<file path="config.mk">
export PLATFORM = sky130hd
export DESIGN_NAME = lmm_cordic
export DESIGN_NICKNAME = d
export VERILOG_FILES = /design/src/sv/lmm_pkg.sv /design/src/sv/lmm_cordic.sv
export SDC_FILE = /design/constraint.sdc
export NUM_CORES = 2
export LEC_CHECK = 0
export BUFFER_PORTS_ARGS = -buffer_cell sky130_fd_sc_hd__buf_2
export CORE_MARGIN = 2
export CORE_UTILIZATION = 60
export DETAILED_ROUTE_END_ITERATION = 10
export PLACE_DENSITY = 0.87
export SKIP_LAST_GASP = 1
export SLEW_MARGIN = 20
export SYNTH_ARGS = -nofsm -noshare
export SYNTH_HDL_FRONTEND = slang
export SYNTH_SLANG_ARGS = --single-unit
</file>
<file path="constraint.sdc">
create_clock -name clock -period 18 [get_ports clock]
set_input_delay 3.6 -clock clock [delete_from_list [all_inputs] [get_ports clock]]
set_output_delay 3.6 -clock clock [all_outputs]
set_load 0.05 [all_outputs]
</file>
<file path="src/sv/lmm_pkg.sv">
// ----------------------------------------------------------------------------
// lmm_pkg
// Shared constants, codes, types and helpers of the landmark map merge table.
// ----------------------------------------------------------------------------
package lmm_pkg;

   localparam int MAX_ENTRIES_DEF = 32;
   localparam int RADIUS_RESET    = 100;

   // item kinds
   localparam logic [2:0] KIND_POSE     = 3'd0;
   localparam logic [2:0] KIND_OBSERVE  = 3'd1;
   localparam logic [2:0] KIND_LOAD     = 3'd2;
   localparam logic [2:0] KIND_LIST_W   = 3'd3;
   localparam logic [2:0] KIND_LIST_REL = 3'd4;

   // result status codes
   localparam logic [2:0] ST_LISTED   = 3'd0;
   localparam logic [2:0] ST_MERGED   = 3'd1;
   localparam logic [2:0] ST_APPENDED = 3'd2;
   localparam logic [2:0] ST_DROPPED  = 3'd3;
   localparam logic [2:0] ST_EMPTY    = 3'd4;

   // rotator
   localparam int          CORDIC_STAGES = 16;
   localparam logic [16:0] CORDIC_K      = 17'd39797;
   localparam int          ROT_W         = 28;   // working width of x and y
   localparam int          ANG_W         = 26;   // angle in 2^-24 turn
   localparam int          RES_W         = 20;   // rotated result width

   typedef struct packed {
      logic                    done;
      logic signed [RES_W-1:0] x;
      logic signed [RES_W-1:0] y;
   } rot_res_type;

   function automatic logic signed [ANG_W-1:0] atan_lut(input logic [3:0] idx);
      logic signed [ANG_W-1:0] v;
      case (idx)
         4'd0:    v = 26'sd2097152;
         4'd1:    v = 26'sd1238021;
         4'd2:    v = 26'sd654136;
         4'd3:    v = 26'sd332050;
         4'd4:    v = 26'sd166669;
         4'd5:    v = 26'sd83416;
         4'd6:    v = 26'sd41718;
         4'd7:    v = 26'sd20860;
         4'd8:    v = 26'sd10430;
         4'd9:    v = 26'sd5215;
         4'd10:   v = 26'sd2608;
         4'd11:   v = 26'sd1304;
         4'd12:   v = 26'sd652;
         4'd13:   v = 26'sd326;
         4'd14:   v = 26'sd163;
         default: v = 26'sd81;
      endcase
      return v;
   endfunction

   // clamp a 21-bit signed value into 16 bits
   function automatic logic signed [15:0] sat16(input logic signed [20:0] v);
      logic signed [15:0] r;
      if (v > 21'sd32767)       r = 16'sh7FFF;
      else if (v < -21'sd32768) r = 16'sh8000;
      else                      r = v[15:0];
      return r;
   endfunction

endpackage

</file>
<file path="src/sv/lmm_cordic.sv">
// ----------------------------------------------------------------------------
// lmm_cordic
// Iterative CORDIC rotator: one micro-rotation per cycle, then gain multiply.
// ----------------------------------------------------------------------------
module lmm_cordic (
   input  logic                      clock,
   input  logic                      reset,
   input  logic                      start,
   input  logic signed [16:0]        vec_x,
   input  logic signed [16:0]        vec_y,
   input  logic [15:0]               angle,
   output lmm_pkg::rot_res_type      res
);

   localparam int ITW = $clog2(lmm_pkg::CORDIC_STAGES);
   localparam int PW  = lmm_pkg::ROT_W + 17;

   localparam logic [1:0] PH_IDLE = 2'd0;
   localparam logic [1:0] PH_ITER = 2'd1;
   localparam logic [1:0] PH_MUL  = 2'd2;
   localparam logic [1:0] PH_OUT  = 2'd3;

   logic [1:0]                          phase_ff, phase_in;
   logic [ITW-1:0]                      it_ff, it_in;
   logic signed [lmm_pkg::ROT_W-1:0]    x_ff, x_in, y_ff, y_in;
   logic signed [lmm_pkg::ANG_W-1:0]    z_ff, z_in;
   logic signed [PW-1:0]                px_ff, px_in, py_ff, py_in;
   logic signed [PW-1:0]                rnd_x, rnd_y;
   logic                                flip;
   logic [15:0]                         ang_r;
   logic signed [16:0]                  sx, sy;

   // half-plane fold, iteration step and gain multiply
   always_comb begin
      phase_in = phase_ff;
      it_in    = it_ff;
      x_in     = x_ff;
      y_in     = y_ff;
      z_in     = z_ff;
      px_in    = px_ff;
      py_in    = py_ff;
      flip     = angle inside {[16'h4000 : 16'hBFFF]};
      ang_r    = flip ? 16'(angle - 16'h8000) : angle;
      sx       = flip ? 17'(-vec_x) : vec_x;
      sy       = flip ? 17'(-vec_y) : vec_y;
      case (phase_ff)
         PH_IDLE: begin
            if (start) begin
               x_in     = {{(lmm_pkg::ROT_W-25){sx[16]}}, sx, 8'd0};
               y_in     = {{(lmm_pkg::ROT_W-25){sy[16]}}, sy, 8'd0};
               z_in     = {{(lmm_pkg::ANG_W-24){ang_r[15]}}, ang_r, 8'd0};
               it_in    = '0;
               phase_in = PH_ITER;
            end
         end
         PH_ITER: begin
            if (!z_ff[lmm_pkg::ANG_W-1]) begin
               x_in = x_ff - (y_ff >>> it_ff);
               y_in = y_ff + (x_ff >>> it_ff);
               z_in = z_ff - lmm_pkg::atan_lut(4'(it_ff));
            end else begin
               x_in = x_ff + (y_ff >>> it_ff);
               y_in = y_ff - (x_ff >>> it_ff);
               z_in = z_ff + lmm_pkg::atan_lut(4'(it_ff));
            end
            it_in = ITW'(it_ff + 1'b1);
            if (it_ff == ITW'(lmm_pkg::CORDIC_STAGES - 1)) begin
               phase_in = PH_MUL;
            end
         end
         PH_MUL: begin
            px_in    = PW'(x_ff) * PW'($signed({1'b0, lmm_pkg::CORDIC_K[15:0]}));
            py_in    = PW'(y_ff) * PW'($signed({1'b0, lmm_pkg::CORDIC_K[15:0]}));
            phase_in = PH_OUT;
         end
         default: begin
            phase_in = PH_IDLE;
         end
      endcase
   end

   // round and scale back
   assign rnd_x    = px_ff + (PW'(1) <<< 23);
   assign rnd_y    = py_ff + (PW'(1) <<< 23);
   assign res.done = (phase_ff == PH_OUT);
   assign res.x    = rnd_x[24 +: lmm_pkg::RES_W];
   assign res.y    = rnd_y[24 +: lmm_pkg::RES_W];

   always_ff @(posedge clock) begin
      if (reset) begin
         phase_ff <= PH_IDLE;
      end else begin
         phase_ff <= phase_in;
      end
      it_ff <= it_in;
      x_ff  <= x_in;
      y_ff  <= y_in;
      z_ff  <= z_in;
      px_ff <= px_in;
      py_ff <= py_in;
   end

endmodule

</file>
==> impl_metrics.yaml <==
outcome:
  status: "complete, no violations"
global_routing:
  grt_pass1_vias: 27100
  grt_max_degree: 85
  grt_util_met3_pct: 5.91
  antenna_found_initial: 5
  met2_usage_pct: 49.8
  gr-max-usage-layer: "met2"
  grt_pass1_wl_microns: 137000
  grt_util_all_layers_pct: 29.8
  grt_overflow_total: 0
  use_met1_pct: 37.9
critical_path:
  worstPathRequired_ns: 18.24
  regToRegEndpoint: "y_ff[27]$_DFFE_PP_"
  reg2reg_depth: 19
  critPathMaxFanout: 84
  r2r-start: "it_ff[0]$_DFFE_PP_"
  cp.arrival_ns: 7.18
  start_kind: "flip-flop"
  endpoint_kind: "flip-flop"
  crit_type: "flip-flop to flip-flop"
  r2r_slack_ns: 11.06
worst_hold_path:
  hold_path.class: "flip-flop to flip-flop"
  min-delay-start: "phase_ff[0]$_SDFFE_PP0P_"
  whs_path_depth: 2
  min_to: "phase_ff[0]$_SDFFE_PP0P_"
clock_network:
  ctsResizeCount: 0
  cts_max_level: 4
  root_buffer: "clkbuf_16"
  clk_latency_ns: 0.50
  cts_tree: "yes"
  cts_buffers: 17
  post_cts_buffers: 0
  clock_path_buffers: 2
  cts.clk_slew.worst_paths_ns: 0.08
  hold_buffers: 0
  clock-sinks: 152
run:
  maxCapViolations: 0
routing:
  viasPerCell: 6.02
  drt_iter0_drc: 2352
  vias: 26600
  firstDrtPassIters: 10
  wl_microns: 84700
  drc_errors: 0
  wire_per_inst_microns: 19.1
  drtAntennaViolNets: 0
floorplanning:
  initial_core_util_pct: 60.9
  die_h_microns: 241
  core_area_sq_mm: 0.0554
  die-width_microns: 241
  die-area_sq_mm: 0.0582
  ios: 94
  rows: 86
sta:
  skew_ns: 0.0179
  post-route-period-util_pct: 38.5
  setup_violations: 0
  worstMarginPinSlew_ns: 0.990
  final_max_slew_viol_count: 0
  max_slew_margin_pct: 34.0
  setup_tns_ns: 0
  max_freq_ghz: 0.144
  min_period_ns: 6.94
  rsz0062_at_grt: "no"
  hold_viol: 0
synth:
  ys_warn_count: 0
  ys_types: 89
  synthCells: 3593
  async_flop_share_pct: 0
  yosysSeqAreaShare_pct: 12.8
  synth_flop_cell: "edfxtp_1"
  synthesis.nets: 4563
  synth_edf_count: 128
  synth_common_cells: "inv_1, ha_1, fa_1, a21oi_1"
  synthTopCellsByArea: "fa_1, ha_1, edfxtp_1, inv_1, xnor2_1"
  netlist_area_sq_mm: 0.0338
  ys_ff_latch: 152
  yosysMostFrequentCell: "inv_1"
  avgSynthCellArea_sq_um: 9.40
  synth_top_cell_by_area: "fa_1"
  synth_top_cell_area_share_pct: 22.6
placed_design:
  gp_congestion: 1.00
  placed_cell_area_sq_mm: 0.0351
  hpwl_microns: 66500
  io_buffers: 93
layout:
  design_area_sq_mm: 0.0357
  num-nets-final: 4630
  syn2layout_area_growth_pct: 5.65
  drive_gt1_share_pct: 6.83
-- per-layer routing --
layer	routed length [microns]	vias to the layer above
met5	11	-
met4	3810	2
met3	6820	298
met2	40400	1156
met1	33600	12900
li1	-	12300
-- critical path: stages, from the launching register on --
cell and delay, ns:
edfxtp_1 0.32, buf_4 0.45, buf_4 0.85, mux4_2 0.63, mux2_2 0.31, a21o_1 0.25, nor2_1 0.18, o21ai_0 0.25
o31ai_1 0.34, xnor2_1 0.15, ha_1 0.31, a21o_1 0.22, o21a_1 0.20, o311a_1 0.33, o41a_1 0.42, o21ai_1 0.22
a31oi_1 0.15, or4_1 0.43, and4_1 0.19, or4_1 0.45
-- cells in the final DEF (no fill, tap or decap), types with 12 or more instances in the layout --
cell	instances
inv_1	659
ha_1	533
fa_1	382
a21oi_1	210
nand2_1	177
nor2_1	177
xnor2_1	176
xor2_1	135
o21ai_0	134
edfxtp_1	128
buf_2	93
mux2i_1	59
a21o_1	58
nand3_1	57
nor2b_1	49
nor3_1	40
o21a_1	36
mux2_2	34
mux4_2	34
buf_4	28
and2_1	26
nand2b_1	26
and3_1	25
dfxtp_1	24
a211oi_1	23
nand4_1	19
a31oi_1	18
a2111oi_0	17
or3_1	17
clkbuf_16	17
nor4_1	14
o21bai_1	14
o41ai_1	14
o31ai_1	12
-- cells by family after synthesis --
| kind of cell | after synthesis | share of synthesized area, % |
|---|---|---|
| buffers and inverters | 735 | 8.39 |
| multiplexers | 140 | 5.73 |
| AO/OA/AOI/OAI | 666 | 12.9 |
| adder cells (fa/ha/maj) | 917 | 42.5 |
| AND/OR/NAND/NOR | 672 | 9.68 |
| flip-flops | 152 | 12.8 |
| XOR/XNOR | 311 | 8.07 |
-- worst max-delay path by stage --
| stage | startpoint | end | slack, ns | cells after the start |
|---|---|---|---|---|
| floorplan | start | flip-flop | 11.42 | 7 |
| detailed placement | x_ff[6]$_SDFFCE_PN0P_ | px_ff[41]$_DFFE_PP_ | 11.16 | 20 |
| CTS | x_ff[6]$_SDFFCE_PN0P_ | px_ff[41]$_DFFE_PP_ | 11.15 | 20 |
| global route | it_ff[0]$_DFFE_PP_ | y_ff[27]$_DFFE_PP_ | 10.63 | 19 |
| finish | it_ff[0]$_DFFE_PP_ | y_ff[27]$_DFFE_PP_ | 11.06 | 19 |
| global placement | it_ff[0]$_DFFE_PP_ | y_ff[27]$_DFFE_PP_ | 11.32 | 19 |
-- metrics by stage --
step | hold WS, ns | utilization, % | cells | setup WS, ns
detailed placement | 0.570 | 63.3 | 4389 | 11.16
floorplan | 0.507 | - | 3593 | 11.42
finish | 0.575 | 64.4 | 4425 | 11.06
global route | 0.632 | 64.4 | 4425 | 10.63
CTS | 0.579 | 64.4 | 4421 | 11.15
global placement | 0.560 | 63.3 | 4389 | 11.32
-- final cells by class --
class	count	area (sq um)
Multi-Input combinational cell	2706	26600
Fill cell	4371	19700
Sequential cell	152	4320
Inverter	662	2490
Tap cell	748	936
Timing Repair Buffer	121	676
Clock buffer	17	425
Clock inverter	15	188
Antenna cell	4	10.0
Power is not shown: default switching activity piles up to over one toggle a cycle in this logic, so the estimate is an artifact.
