--- config.mk ---
export PLATFORM = sky130hd
export DESIGN_NAME = lmm_ram
export DESIGN_NICKNAME = d
export VERILOG_FILES = /design/src/sv/lmm_ram.sv
export SDC_FILE = /design/constraint.sdc
export NUM_CORES = 1
export LEC_CHECK = 0
export ABC_AREA = 0
export BUFFER_PORTS_ARGS = -buffer_cell sky130_fd_sc_hd__buf_2
export CORE_UTILIZATION = 55
export CTS_CLUSTER_DIAMETER = 50
export DETAILED_ROUTE_END_ITERATION = 16
export GPL_ROUTABILITY_DRIVEN = 0
export PLACE_DENSITY = 0.76
export SYNTH_ARGS = -nofsm -noshare
export SYNTH_HDL_FRONTEND = slang
export SYNTH_SLANG_ARGS = --single-unit
--- constraint.sdc ---
create_clock -name clock -period 3.5 [get_ports clock]
set_input_delay 0.7 -clock clock [delete_from_list [all_inputs] [get_ports clock]]
set_output_delay 0.7 -clock clock [all_outputs]
set_load 0.005 [all_outputs]
--- src/sv/lmm_ram.sv ---
// ----------------------------------------------------------------------------
// lmm_ram
// Generic simple dual-port RAM, one write and one registered read port.
// ----------------------------------------------------------------------------
module lmm_ram #(
   parameter int WIDTH = 32,
   parameter int DEPTH = 32
) (
   input  logic                     clock,
   input  logic                     wr_en,
   input  logic [$clog2(DEPTH)-1:0] wr_addr,
   input  logic [WIDTH-1:0]         wr_data,
   input  logic [$clog2(DEPTH)-1:0] rd_addr,
   output logic [WIDTH-1:0]         rd_data
);

   logic [WIDTH-1:0] mem [DEPTH];

   always_ff @(posedge clock) begin
      if (wr_en) begin
         mem[wr_addr] <= wr_data;
      end
      rd_data <= mem[rd_addr];
   end

endmodule

==> summary.md, run 1 <==
| Metric | Value |
|---|---|
| R2R Path End | `rd_data[1]` |
| First-pass detailed-route iteration total | `6` |
| Synth top area cells | `edfxtp_1 76%, mux2i_1 13%, a22oi_1 1.8%` |
| Setup TNS | `0 ns` |
| Minimum clock period | `2.09 ns` |
| Mean cell area of the mapped netlist | `17.9 um2` |
| Mapped Area | `40500 um2` |
| Core area | `72800 um2` |
| RSZ-0062 raised after global routing | `no` |
| First-pass GRT wire length | `136 mm` |
| R2r setup slk | `1.89 ns` |
| Synthesized Nets | `2304` |
| Post-CTS Resized | `0` |
| Seq/Total Area, Yosys | `0.775` |
| Routed wire length | `93.2 mm` |
| Routed wire length on met3 | `7.43 mm` |
| Syn Inst Count | `2260` |
| Slew margin rel. | `0.188` |
| Worst clock skew | `0.0155 ns` |
| Syn-to-layout area delta | `12.7%` |
| Crit-path slowest cell | `or3b_2` |
| Yosys reg bits | `1056` |
| Number of antenna violations at the first check in global routing | `9` |
| PortBufs | `75` |
| Peak VDD IR | `394 uV` |
| Met2 routed WL | `45.7 mm` |
| Pre-CTS WS | `0.801 ns` |
| Max Used Layer | `met5` |
| Crit path buf inv count | `2` |
| Wire per inst | `27.1 um` |
| Final setup margin | `1.41 ns` |
| CP Cell Sequence | `buf_2 > or3b_2 > nor2_4 > buf_4` |
| Max-cap viol count | `0` |
| Die H | `273 um` |
| Cts bufs inserted | `97` |
| Detailed Route Iter0 Violations | `2405` |
| Clock transition at the registers of the reported paths | `0.06 ns` |
| Hold Crit Depth | `1` |
| Post-detail-place hpwl | `52.6 mm` |
| Vias in the first global route | `21380` |
| Area fraction of the dominant cell type after synthesis | `0.760` |
| Worst Tran Pin Value | `1.21 ns` |
| Nets@finish | `2441` |
| Root buffer cell | `clkbuf_16` |
| Clock sinks | `1056` |
| Crit start category | `input port` |
| Worst path top cell family by delay | `simple AND/OR/NAND/NOR gates` |
| Max incr delay on CP | `0.71 ns` |
| Rows | `99` |
| Arr. time, crit path | `2.36 ns` |
| WHS Endpoint | `mem[26][19]` |
| CTS tree | `done` |
| Required @ worst endpoint | `3.77 ns` |
| Kind of critical path | `in -> reg` |
| Layout cell share with drive strength beyond 1 | `0.140` |
| Tcrit/Tclk final | `0.598` |
| Largest net degree at the start of global routing | `67` |
| Worst Path Max Fanout | `32` |
| H-tree levels | `3` |
| Startpoint of the worst register-to-register path | `mem[1][1]` |
| Die ar. | `74700 um2` |
| CTS max path bufs | `3` |
| Routed Antenna Nets | `0` |
| Worst hold path class | `in -> reg` |
| Final-report hold violation count | `0` |
| Drt drc | `0` |
| Leading area contributor after synthesis | `edfxtp_1` |
| Vias | `21335` |
| Synth warnings | `0` |
| Vias/cell | `6.20` |
| Final setup viols | `0` |
| Pwr/cell area | `559 nW/um2` |
| Worst-Skew Late Latency | `0.65 ns` |
| Grt total ovfl | `0` |
| Status | `finished, final reports clean` |
| Crit path capture type | `flop` |
| Die W | `273 um` |
| Leak | `15.9 nW` |
| Post-synthesis cell type count | `25` |
| Met1 WL | `36.7 mm` |
| Max Clk Rate | `0.478 GHz` |
| Slew Viols, Final | `0` |
| HP Start | `wr_data[19]` |
| Reg2reg path depth | `5` |
| IO Pins | `76` |
| Hold_buf cts | `0` |
| Post-CTS Setup Inserts | `0` |
| Overall routing resource usage | `0.249` |
| Initial core utilization | `0.556` |
how the worst max path moves through the flow:
stage / from / endpoint / slack [ns] / cells past startpoint
2_1_floorplan: wr_addr[1] / mem[12][0] / 0.37 / 3
3_3_place_gp: rd_addr[1] / rd_data[16] / 0.81 / 7
3_5_place_dp: wr_addr[1] / mem[12][21] / 0.80 / 4
4_1_cts: wr_addr[1] / mem[12][24] / 1.47 / 4
5_1_grt: rd_addr[0] / rd_data[24] / 1.37 / 8
6_report: wr_addr[1] / mem[12][30] / 1.41 / 4
metrics by stage:
step	area [um2]	std cells	power (mW)	utilization	hold slack [ns]
floorplan	40500	2260	15.1	-	0.553
global placement	42600	3257	15.7	0.585	0.579
detailed placement	42600	3257	15.7	0.585	0.595
CTS	45600	3436	25.6	0.626	0.520
global route	45600	3437	26.2	0.627	0.551
finish	45600	3441	25.5	0.627	0.548
where the power goes:
part           switching (mW)  leakage (nW)  internal (mW)
Sequential             0.0742          9.49           14.1
Combinational           0.859          4.94          0.441
Clock                    4.38          1.48           5.70
Total                    5.32          15.9           20.2
flip-flops by register name (all words and copies together) (netlist names):
register  flops
mem        1024
rd_data      32
Yosys cell counts (all sizes together):
master / instances
buf: 79
a22o: 64
and2: 1
or3: 1
a31oi: 32
and2b: 1
clkbuf: 48
nand3: 98
mux2i: 512
nand2: 98
a21oi: 96
nor2b: 1
dfxtp: 32
or2: 1
a22oi: 96
nand2b: 2
nor3: 32
or3b: 3
nand3b: 5
nor2: 34
edfxtp: 1024
layer usage:
metal,vias up,global-route usage
met2,966,0.411
met3,184,0.0447
met5,-,0
met4,6,0.0995
li1,9257,-
met1,10922,0.331
layout make-up:
class / count / area, um2
clock inverters: 49 / 390
repair buffers: 165 / 1390
diodes: 5 / 12.5
well taps: 959 / 1200
clock buffers: 130 / 2650
multi-input cells: 1077 / 8610
fillers: 4895 / 27200
flip-flops and latches: 1056 / 31400
cell usage in the layout (no fill, tap or decap), drive strengths merged, types with 34 or more instances in the layout:
master,count
nand2,98
a22o,64
clkbuf,130
edfxtp,1024
buf,165
a22oi,96
nand3,98
mux2i,512
nor2,34
a21oi,96
kinds of logic after synthesis:
kind of cell           count (synthesis)  share of synthesized area
buffers and inverters                127                     0.0186
DFF                                 1056                      0.775
and+or+nand+nor                      277                     0.0310
AOI/OAI and AO/OA                    288                     0.0485
muxes                                512                      0.127
Note: power is estimated with default switching activity, not from simulation.
==> inputs of run 2 (changes only) <==
clock period = 2.2 ns   (was 3.5 ns; I/O delays follow)
==> summary.md, run 2 (same netlist as run 1, synthesis figures left out) <==
| Metric | Value |
|---|---|
| PortBufs | `75 (unchanged)` |
| Number of antenna violations at the first check in global routing | `4 (-5)` |
| Die W | `273 um (unchanged)` |
| Max Clk Rate | `0.524 GHz` |
| CP Cell Sequence | `buf_8 > buf_12 > buf_12 > buf_4 > mux2i_1 > a22oi_1 > a31oi_1 > nand3_1` |
| First-pass GRT wire length | `139 mm (+2.3%)` |
| Layout Utilization | `0.647 (+0.0208)` |
| Final setup margin | `0.291 ns (-1.12 ns)` |
| Setup TNS | `0 ns (unchanged)` |
| CTS tree | `done` |
| Largest net degree at the start of global routing | `73 (+9.0%)` |
| Clock sinks | `1056 (unchanged)` |
| Pint | `33.6 mW (+66%)` |
| Final-report hold violation count | `0 (unchanged)` |
| Max-cap viol count | `0 (unchanged)` |
| Worst-Skew Late Latency | `0.65 ns (about the same)` |
| Die ar. | `74700 um2 (unchanged)` |
| WHS Endpoint | `mem[30][19]` |
| Layout cell share with drive strength beyond 1 | `0.175 (+0.0352)` |
| IO Pins | `76 (unchanged)` |
| Sw Share | `0.207 (-0.00151)` |
| Crit path capture type | `flop` |
| Vias in the first global route | `21839 (+2.1%)` |
| Switching Power | `8.76 mW (+65%)` |
| Peak VDD IR | `640 uV (+62%)` |
| Largest registers | `mem: 1024 flops, rd_data: 32 flops` |
| RSZ-0062 raised after global routing | `no` |
| Crit-path slowest cell | `a31oi_1` |
| Combinational fraction of design power | `0.054 (+0.003)` |
| Design area | `47200 um2 (+3.3%)` |
| Kind of critical path | `in -> reg` |
| Tcrit/Tclk final | `0.868` |
| R2R Path End | `rd_data[14]` |
| R2r setup slk | `0.60 ns (-1.29 ns)` |
| Nets@finish | `2530 (+3.6%)` |
| Pwr/cell area | `898 nW/um2 (+61%)` |
| Minimum clock period | `1.91 ns` |
| Status | `finished, final reports clean` |
| Reg2reg path depth | `5 (unchanged)` |
| DP Area | `43800 um2 (+2.8%)` |
| Arr. time, crit path | `2.35 ns (about the same)` |
| H-tree levels | `3 (unchanged)` |
| Wire per inst | `26.7 um (-1.3%)` |
| Detailed Route Iter0 Violations | `2267 (-5.7%)` |
| Worst hold path class | `in -> reg` |
| Max reg flops | `1024 (unchanged)` |
| Rows | `99 (unchanged)` |
| Post-CTS Setup Inserts | `0 (unchanged)` |
| Most used cell, CP | `buf_12` |
| Syn-to-layout area delta | `16.5%` |
| Post-detail-place hpwl | `55.7 mm (+5.9%)` |
| Crit start category | `input port` |
| Core area | `72800 um2 (unchanged)` |
| Hold Crit Depth | `1 (unchanged)` |
| Routed Antenna Nets | `0 (unchanged)` |
| Commonest cells after routing, fill and taps aside | `1024 x edfxtp_1, 512 x mux2i_1, 106 x buf_4, 101 x clkbuf_16` |
| Drt drc | `0 (unchanged)` |
| Worst Path Max Fanout | `34 (+6.3%)` |
| Slew Viols, Final | `0 (unchanged)` |
| Commonest non-fill, non-tap cell in the layout | `edfxtp_1` |
| CTS max path bufs | `3 (unchanged)` |
| Pre-CTS WS | `-0.201 ns (-1.00 ns)` |
| Grt total ovfl | `0 (unchanged)` |
| Most flop-heavy register | `mem` |
| Cts bufs inserted | `100 (+3.1%)` |
| Worst Tran Pin Value | `0.684 ns (-0.529 ns)` |
| Required @ worst endpoint | `2.64 ns (-1.13 ns)` |
| Leak | `16.7 nW (+4.8%)` |
| HP Start | `wr_data[19]` |
| Clock transition at the registers of the reported paths | `0.06 ns (about the same)` |
| Overall routing resource usage | `0.254 (+0.00485)` |
| Post-CTS Resized | `0 (unchanged)` |
| Vias | `21835 (+2.3%)` |
| Die H | `273 um (unchanged)` |
| Flop pwr share | `0.531 (-0.023)` |
| Root buffer cell | `clkbuf_16` |
| Hold_buf cts | `0 (unchanged)` |
| Startpoint of the worst register-to-register path | `mem[7][14]` |
| Worst clock skew | `0.0166 ns (+0.00105 ns)` |
| First-pass detailed-route iteration total | `7 (+1)` |
| Initial core utilization | `0.556 (unchanged)` |
| Routed wire length | `94.3 mm (+1.2%)` |
| Max incr delay on CP | `0.36 ns (-0.35 ns)` |
| Slew margin rel. | `0.544 (+0.356)` |
| Clock Power Share | `0.416 (+0.021)` |
| Vias/cell | `6.19 (-0.18%)` |
| Final setup viols | `0 (unchanged)` |
-- run 2: cell types whose count changed in the layout (fill, tap and decap cells not counted), moves of 4 or more --
cell       change
clkbuf_8       -4
clkinv_1       -5
clkinv_2       +7
buf_12        +44
diode_2        -4
bufinv_16     +11
clkbuf_1       -8
buf_4         +42
-- run 2: power by group through the flow --
stage               registers (mW)  logic [mW]  clock network [mW]
finish                        22.5        2.27                17.6
global placement              22.9        2.18                   0
global route                  22.5        2.40                18.5
floorplan                     22.9        1.17                   0
detailed placement            22.9        2.24                   0
CTS                           22.5        2.26                17.8
-- run 2: area by class of cell --
class                           count  area, um2
Multi-Input combinational cell   1077       8610
Timing Repair Buffer              251       2580
Tap cell                          959       1200
Fill cell                        4713      25700
Sequential cell                  1056      31400
Antenna cell                        1       2.50
Clock buffer                      120       2620
Clock inverter                     64        759
-- run 2: through the flow --
stage / instances / hold slack [ns] / power [mW]
after CTS: 3527 / 0.267 / 42.5
after global routing: 3528 / 0.304 / 43.4
after detailed placement: 3343 / 0.588 / 25.2
final: 3528 / 0.294 / 42.4
after global placement: 3343 / 0.568 / 25.1
after floorplan: 2260 / 0.539 / 24.0
-- run 2: critical path, delay by kind of cell --
kind,cells,cell delay [ns]
buf+inv,4,0.84
compound gates,2,0.50
simple gates,1,0.30
mux,1,0.23
-- run 2: worst max path at each step --
stage | start | endpoint | slack (ns)
final | rd_addr[0] | rd_data[14] | 0.29
after global routing | rd_addr[0] | rd_data[14] | 0.28
after CTS | rd_addr[0] | rd_data[14] | 0.38
after detailed placement | rd_addr[0] | rd_data[14] | -0.20
after global placement | rd_addr[0] | rd_data[14] | -0.12
after floorplan | wr_addr[3] | mem[1][0] | -0.47
-- run 2: layer usage --
layer  part of all wire  vias to the layer above  track usage
li1                   -                     9449            -
met1               0.39                    11162        0.335
met2               0.50                     1046        0.428
met3              0.082                      174       0.0380
met4              0.033                        4       0.0988
met5            0.00018                        -            0
==> inputs of run 3 (changes only) <==
CORE_UTILIZATION = 40   (was 55)
PLACE_DENSITY = 0.6   (was 0.76)
==> summary.md, run 3 (same netlist as run 1, synthesis figures left out) <==
| Metric | Value |
|---|---|
| Vias/cell | `5.52 (-11%)` |
| Crit start category | `flop` |
| Slew margin rel. | `0.556 (+0.0117)` |
| Layout Utilization | `0.480 (-0.167)` |
| Busiest grt layer | `met2` |
| H-tree levels | `3 (unchanged)` |
| Crit-path slowest cell | `dfxtp_1` |
| Post-CTS Resized | `0 (unchanged)` |
| Worst hold path class | `in -> reg` |
| Overall routing resource usage | `0.204 (-0.0505)` |
| Vias | `21569 (-1.2%)` |
| Number of antenna violations at the first check in global routing | `9 (+5)` |
| Most flop-heavy register | `mem` |
| Reg2reg path depth | `7 (+2)` |
| Core area | `100000 um2 (+37%)` |
| Hold Crit Depth | `1 (unchanged)` |
| WHS Endpoint | `mem[18][2]` |
| Layout cell share with drive strength beyond 1 | `0.179 (+0.00411)` |
| Worst clock skew | `0.0261 ns (+0.00952 ns)` |
| Tcrit/Tclk final | `0.855 (-0.0129)` |
| Cts bufs inserted | `111 (+11%)` |
| Grt total ovfl | `0 (unchanged)` |
| Met3 usage | `0.0386 (+0.000661)` |
| Clock transition at the registers of the reported paths | `0.06 ns (about the same)` |
| CTS tree | `done` |
| Worst-Skew Late Latency | `0.69 ns (+0.04 ns)` |
| Routed Antenna Nets | `0 (unchanged)` |
| Worst Tran Pin Value | `0.666 ns (-0.0176 ns)` |
| Crit path buf inv count | `1 (-3)` |
| Drt drc | `0 (unchanged)` |
| Initial core utilization | `0.404 (-0.152)` |
| R2r setup slk | `0.62 ns (+0.02 ns)` |
| Routed wire length | `105 mm (+12%)` |
| RSZ-0062 raised after global routing | `no` |
| Commonest non-fill, non-tap cell in the layout | `edfxtp_1` |
| Rows | `116 (+17%)` |
| Final setup viols | `0 (unchanged)` |
| R2R Path End | `rd_data[27]` |
| Die W | `320 um (+17%)` |
| Met1 Usage GRT | `0.271 (-0.0648)` |
| Post-CTS Setup Inserts | `0 (unchanged)` |
| Clock sinks | `1056 (unchanged)` |
| First-pass detailed-route iteration total | `7 (unchanged)` |
| Required @ worst endpoint | `1.76 ns (-0.88 ns)` |
| Detailed Route Iter0 Violations | `1976 (-13%)` |
| Nets@finish | `2551 (+0.83%)` |
| Design area | `48100 um2 (+2.0%)` |
| Max-cap viol count | `0 (unchanged)` |
| Hold_buf cts | `0 (unchanged)` |
| Kind of critical path | `reg -> out` |
| CP Cell Sequence | `buf_2` |
| Vias in the first global route | `21717 (-0.56%)` |
| Commonest cells after routing, fill and taps aside | `1024 x edfxtp_1, 512 x mux2i_1, 113 x buf_4, 112 x clkbuf_16, 98 x nand3_1` |
| Arr. time, crit path | `1.44 ns (-0.91 ns)` |
| Syn-to-layout area delta | `18.8%` |
| Minimum clock period | `1.88 ns (-0.0283 ns)` |
| Max incr delay on CP | `0.56 ns (+0.20 ns)` |
| Pwr/cell area | `912 nW/um2 (+1.5%)` |
| DP Area | `44300 um2 (+1.2%)` |
| Largest net degree at the start of global routing | `46 (-37%)` |
| Status | `finished, final reports clean` |
| Worst Path Max Fanout | `2 (-94%)` |
| Post-detail-place hpwl | `61.7 mm (+11%)` |
| Slew Viols, Final | `0 (unchanged)` |
| Worst path top cell family by delay | `flip-flops` |
| Pwr Total | `43.9 mW (+3.5%)` |
| Die H | `320 um (+17%)` |
| Max reg flops | `1024 (unchanged)` |
| Largest registers | `mem: 1024 flops, rd_data: 32 flops` |
| Die ar. | `102000 um2 (+37%)` |
| PortBufs | `75 (unchanged)` |
| First-pass GRT wire length | `151 mm (+8.2%)` |
| Max Clk Rate | `0.532 GHz (+1.5%)` |
| Crit path capture type | `output port` |
| CTS max path bufs | `3 (unchanged)` |
| Wire per inst | `26.9 um (+0.78%)` |
| IO Pins | `76 (unchanged)` |
| Root buffer cell | `clkbuf_16` |
| Leak | `16.9 nW (+1.4%)` |
| Peak VDD IR | `720 uV (+13%)` |
| Met2 Track Usage GR | `0.342 (-0.0860)` |
| Startpoint of the worst register-to-register path | `mem[1][27]` |
| HP Start | `wr_data[2]` |
| Final-report hold violation count | `0 (unchanged)` |
==> run 3: report_power, final <==
part           switching [mW]  internal (mW)  leakage (nW)  total (mW)
clock                    7.66           11.4          1.82        19.1
combinational            1.44          0.851          5.59        2.29
sequential              0.140           22.4          9.49        22.5
total                    9.24           34.6          16.9        43.9
==> run 3: layout make-up <==
type | count | area [um2]
fill | 8307 | 52100
sequential | 1056 | 31400
multi-input combinational | 1077 | 8610
clock buffer | 144 | 2960
timing repair buffer | 261 | 2700
tap | 1298 | 1620
clock inverter | 66 | 805
antenna | 2 | 5.00
==> run 3: worst max-delay path by stage <==
stage,from,to,slack [ns],cells past startpoint
floorplan,wr_addr[3],mem[1][0],-0.47,2
global placement,rd_addr[2],rd_data[27],-0.05,10
detailed placement,rd_addr[2],rd_data[27],-0.02,10
CTS,rd_data[14],rd_data[14],0.28,1
global route,rd_data[14],rd_data[14],0.32,1
finish,rd_data[14],rd_data[14],0.32,1
==> run 3: per-layer routing <==
metal	share of wire	up-vias
met5	0.00076	-
met4	0.024	12
met3	0.061	159
met2	0.49	678
met1	0.42	11203
li1	-	9517
==> run 3: metrics by stage <==
step	setup slack [ns]	setup TNS (ns)	instances	hold slack, ns
3_3_place_gp	-0.0482	-0.0557	3692	0.577
4_1_cts	0.284	0	3902	0.207
2_1_floorplan	-0.470	-217.47	2260	0.539
3_5_place_dp	-0.0191	-0.0457	3692	0.585
5_1_grt	0.322	0	3902	0.245
6_report	0.320	0	3904	0.251
==> run 3: worst register-to-register path: stages (launching register included) <==
cell and delay [ns]:
edfxtp_1 0.32, mux2i_1 0.06, a22o_1 0.23, nor3_1 0.44, buf_4 0.20, a31oi_1 0.04
buf_4 0.17, nand3_1 0.06
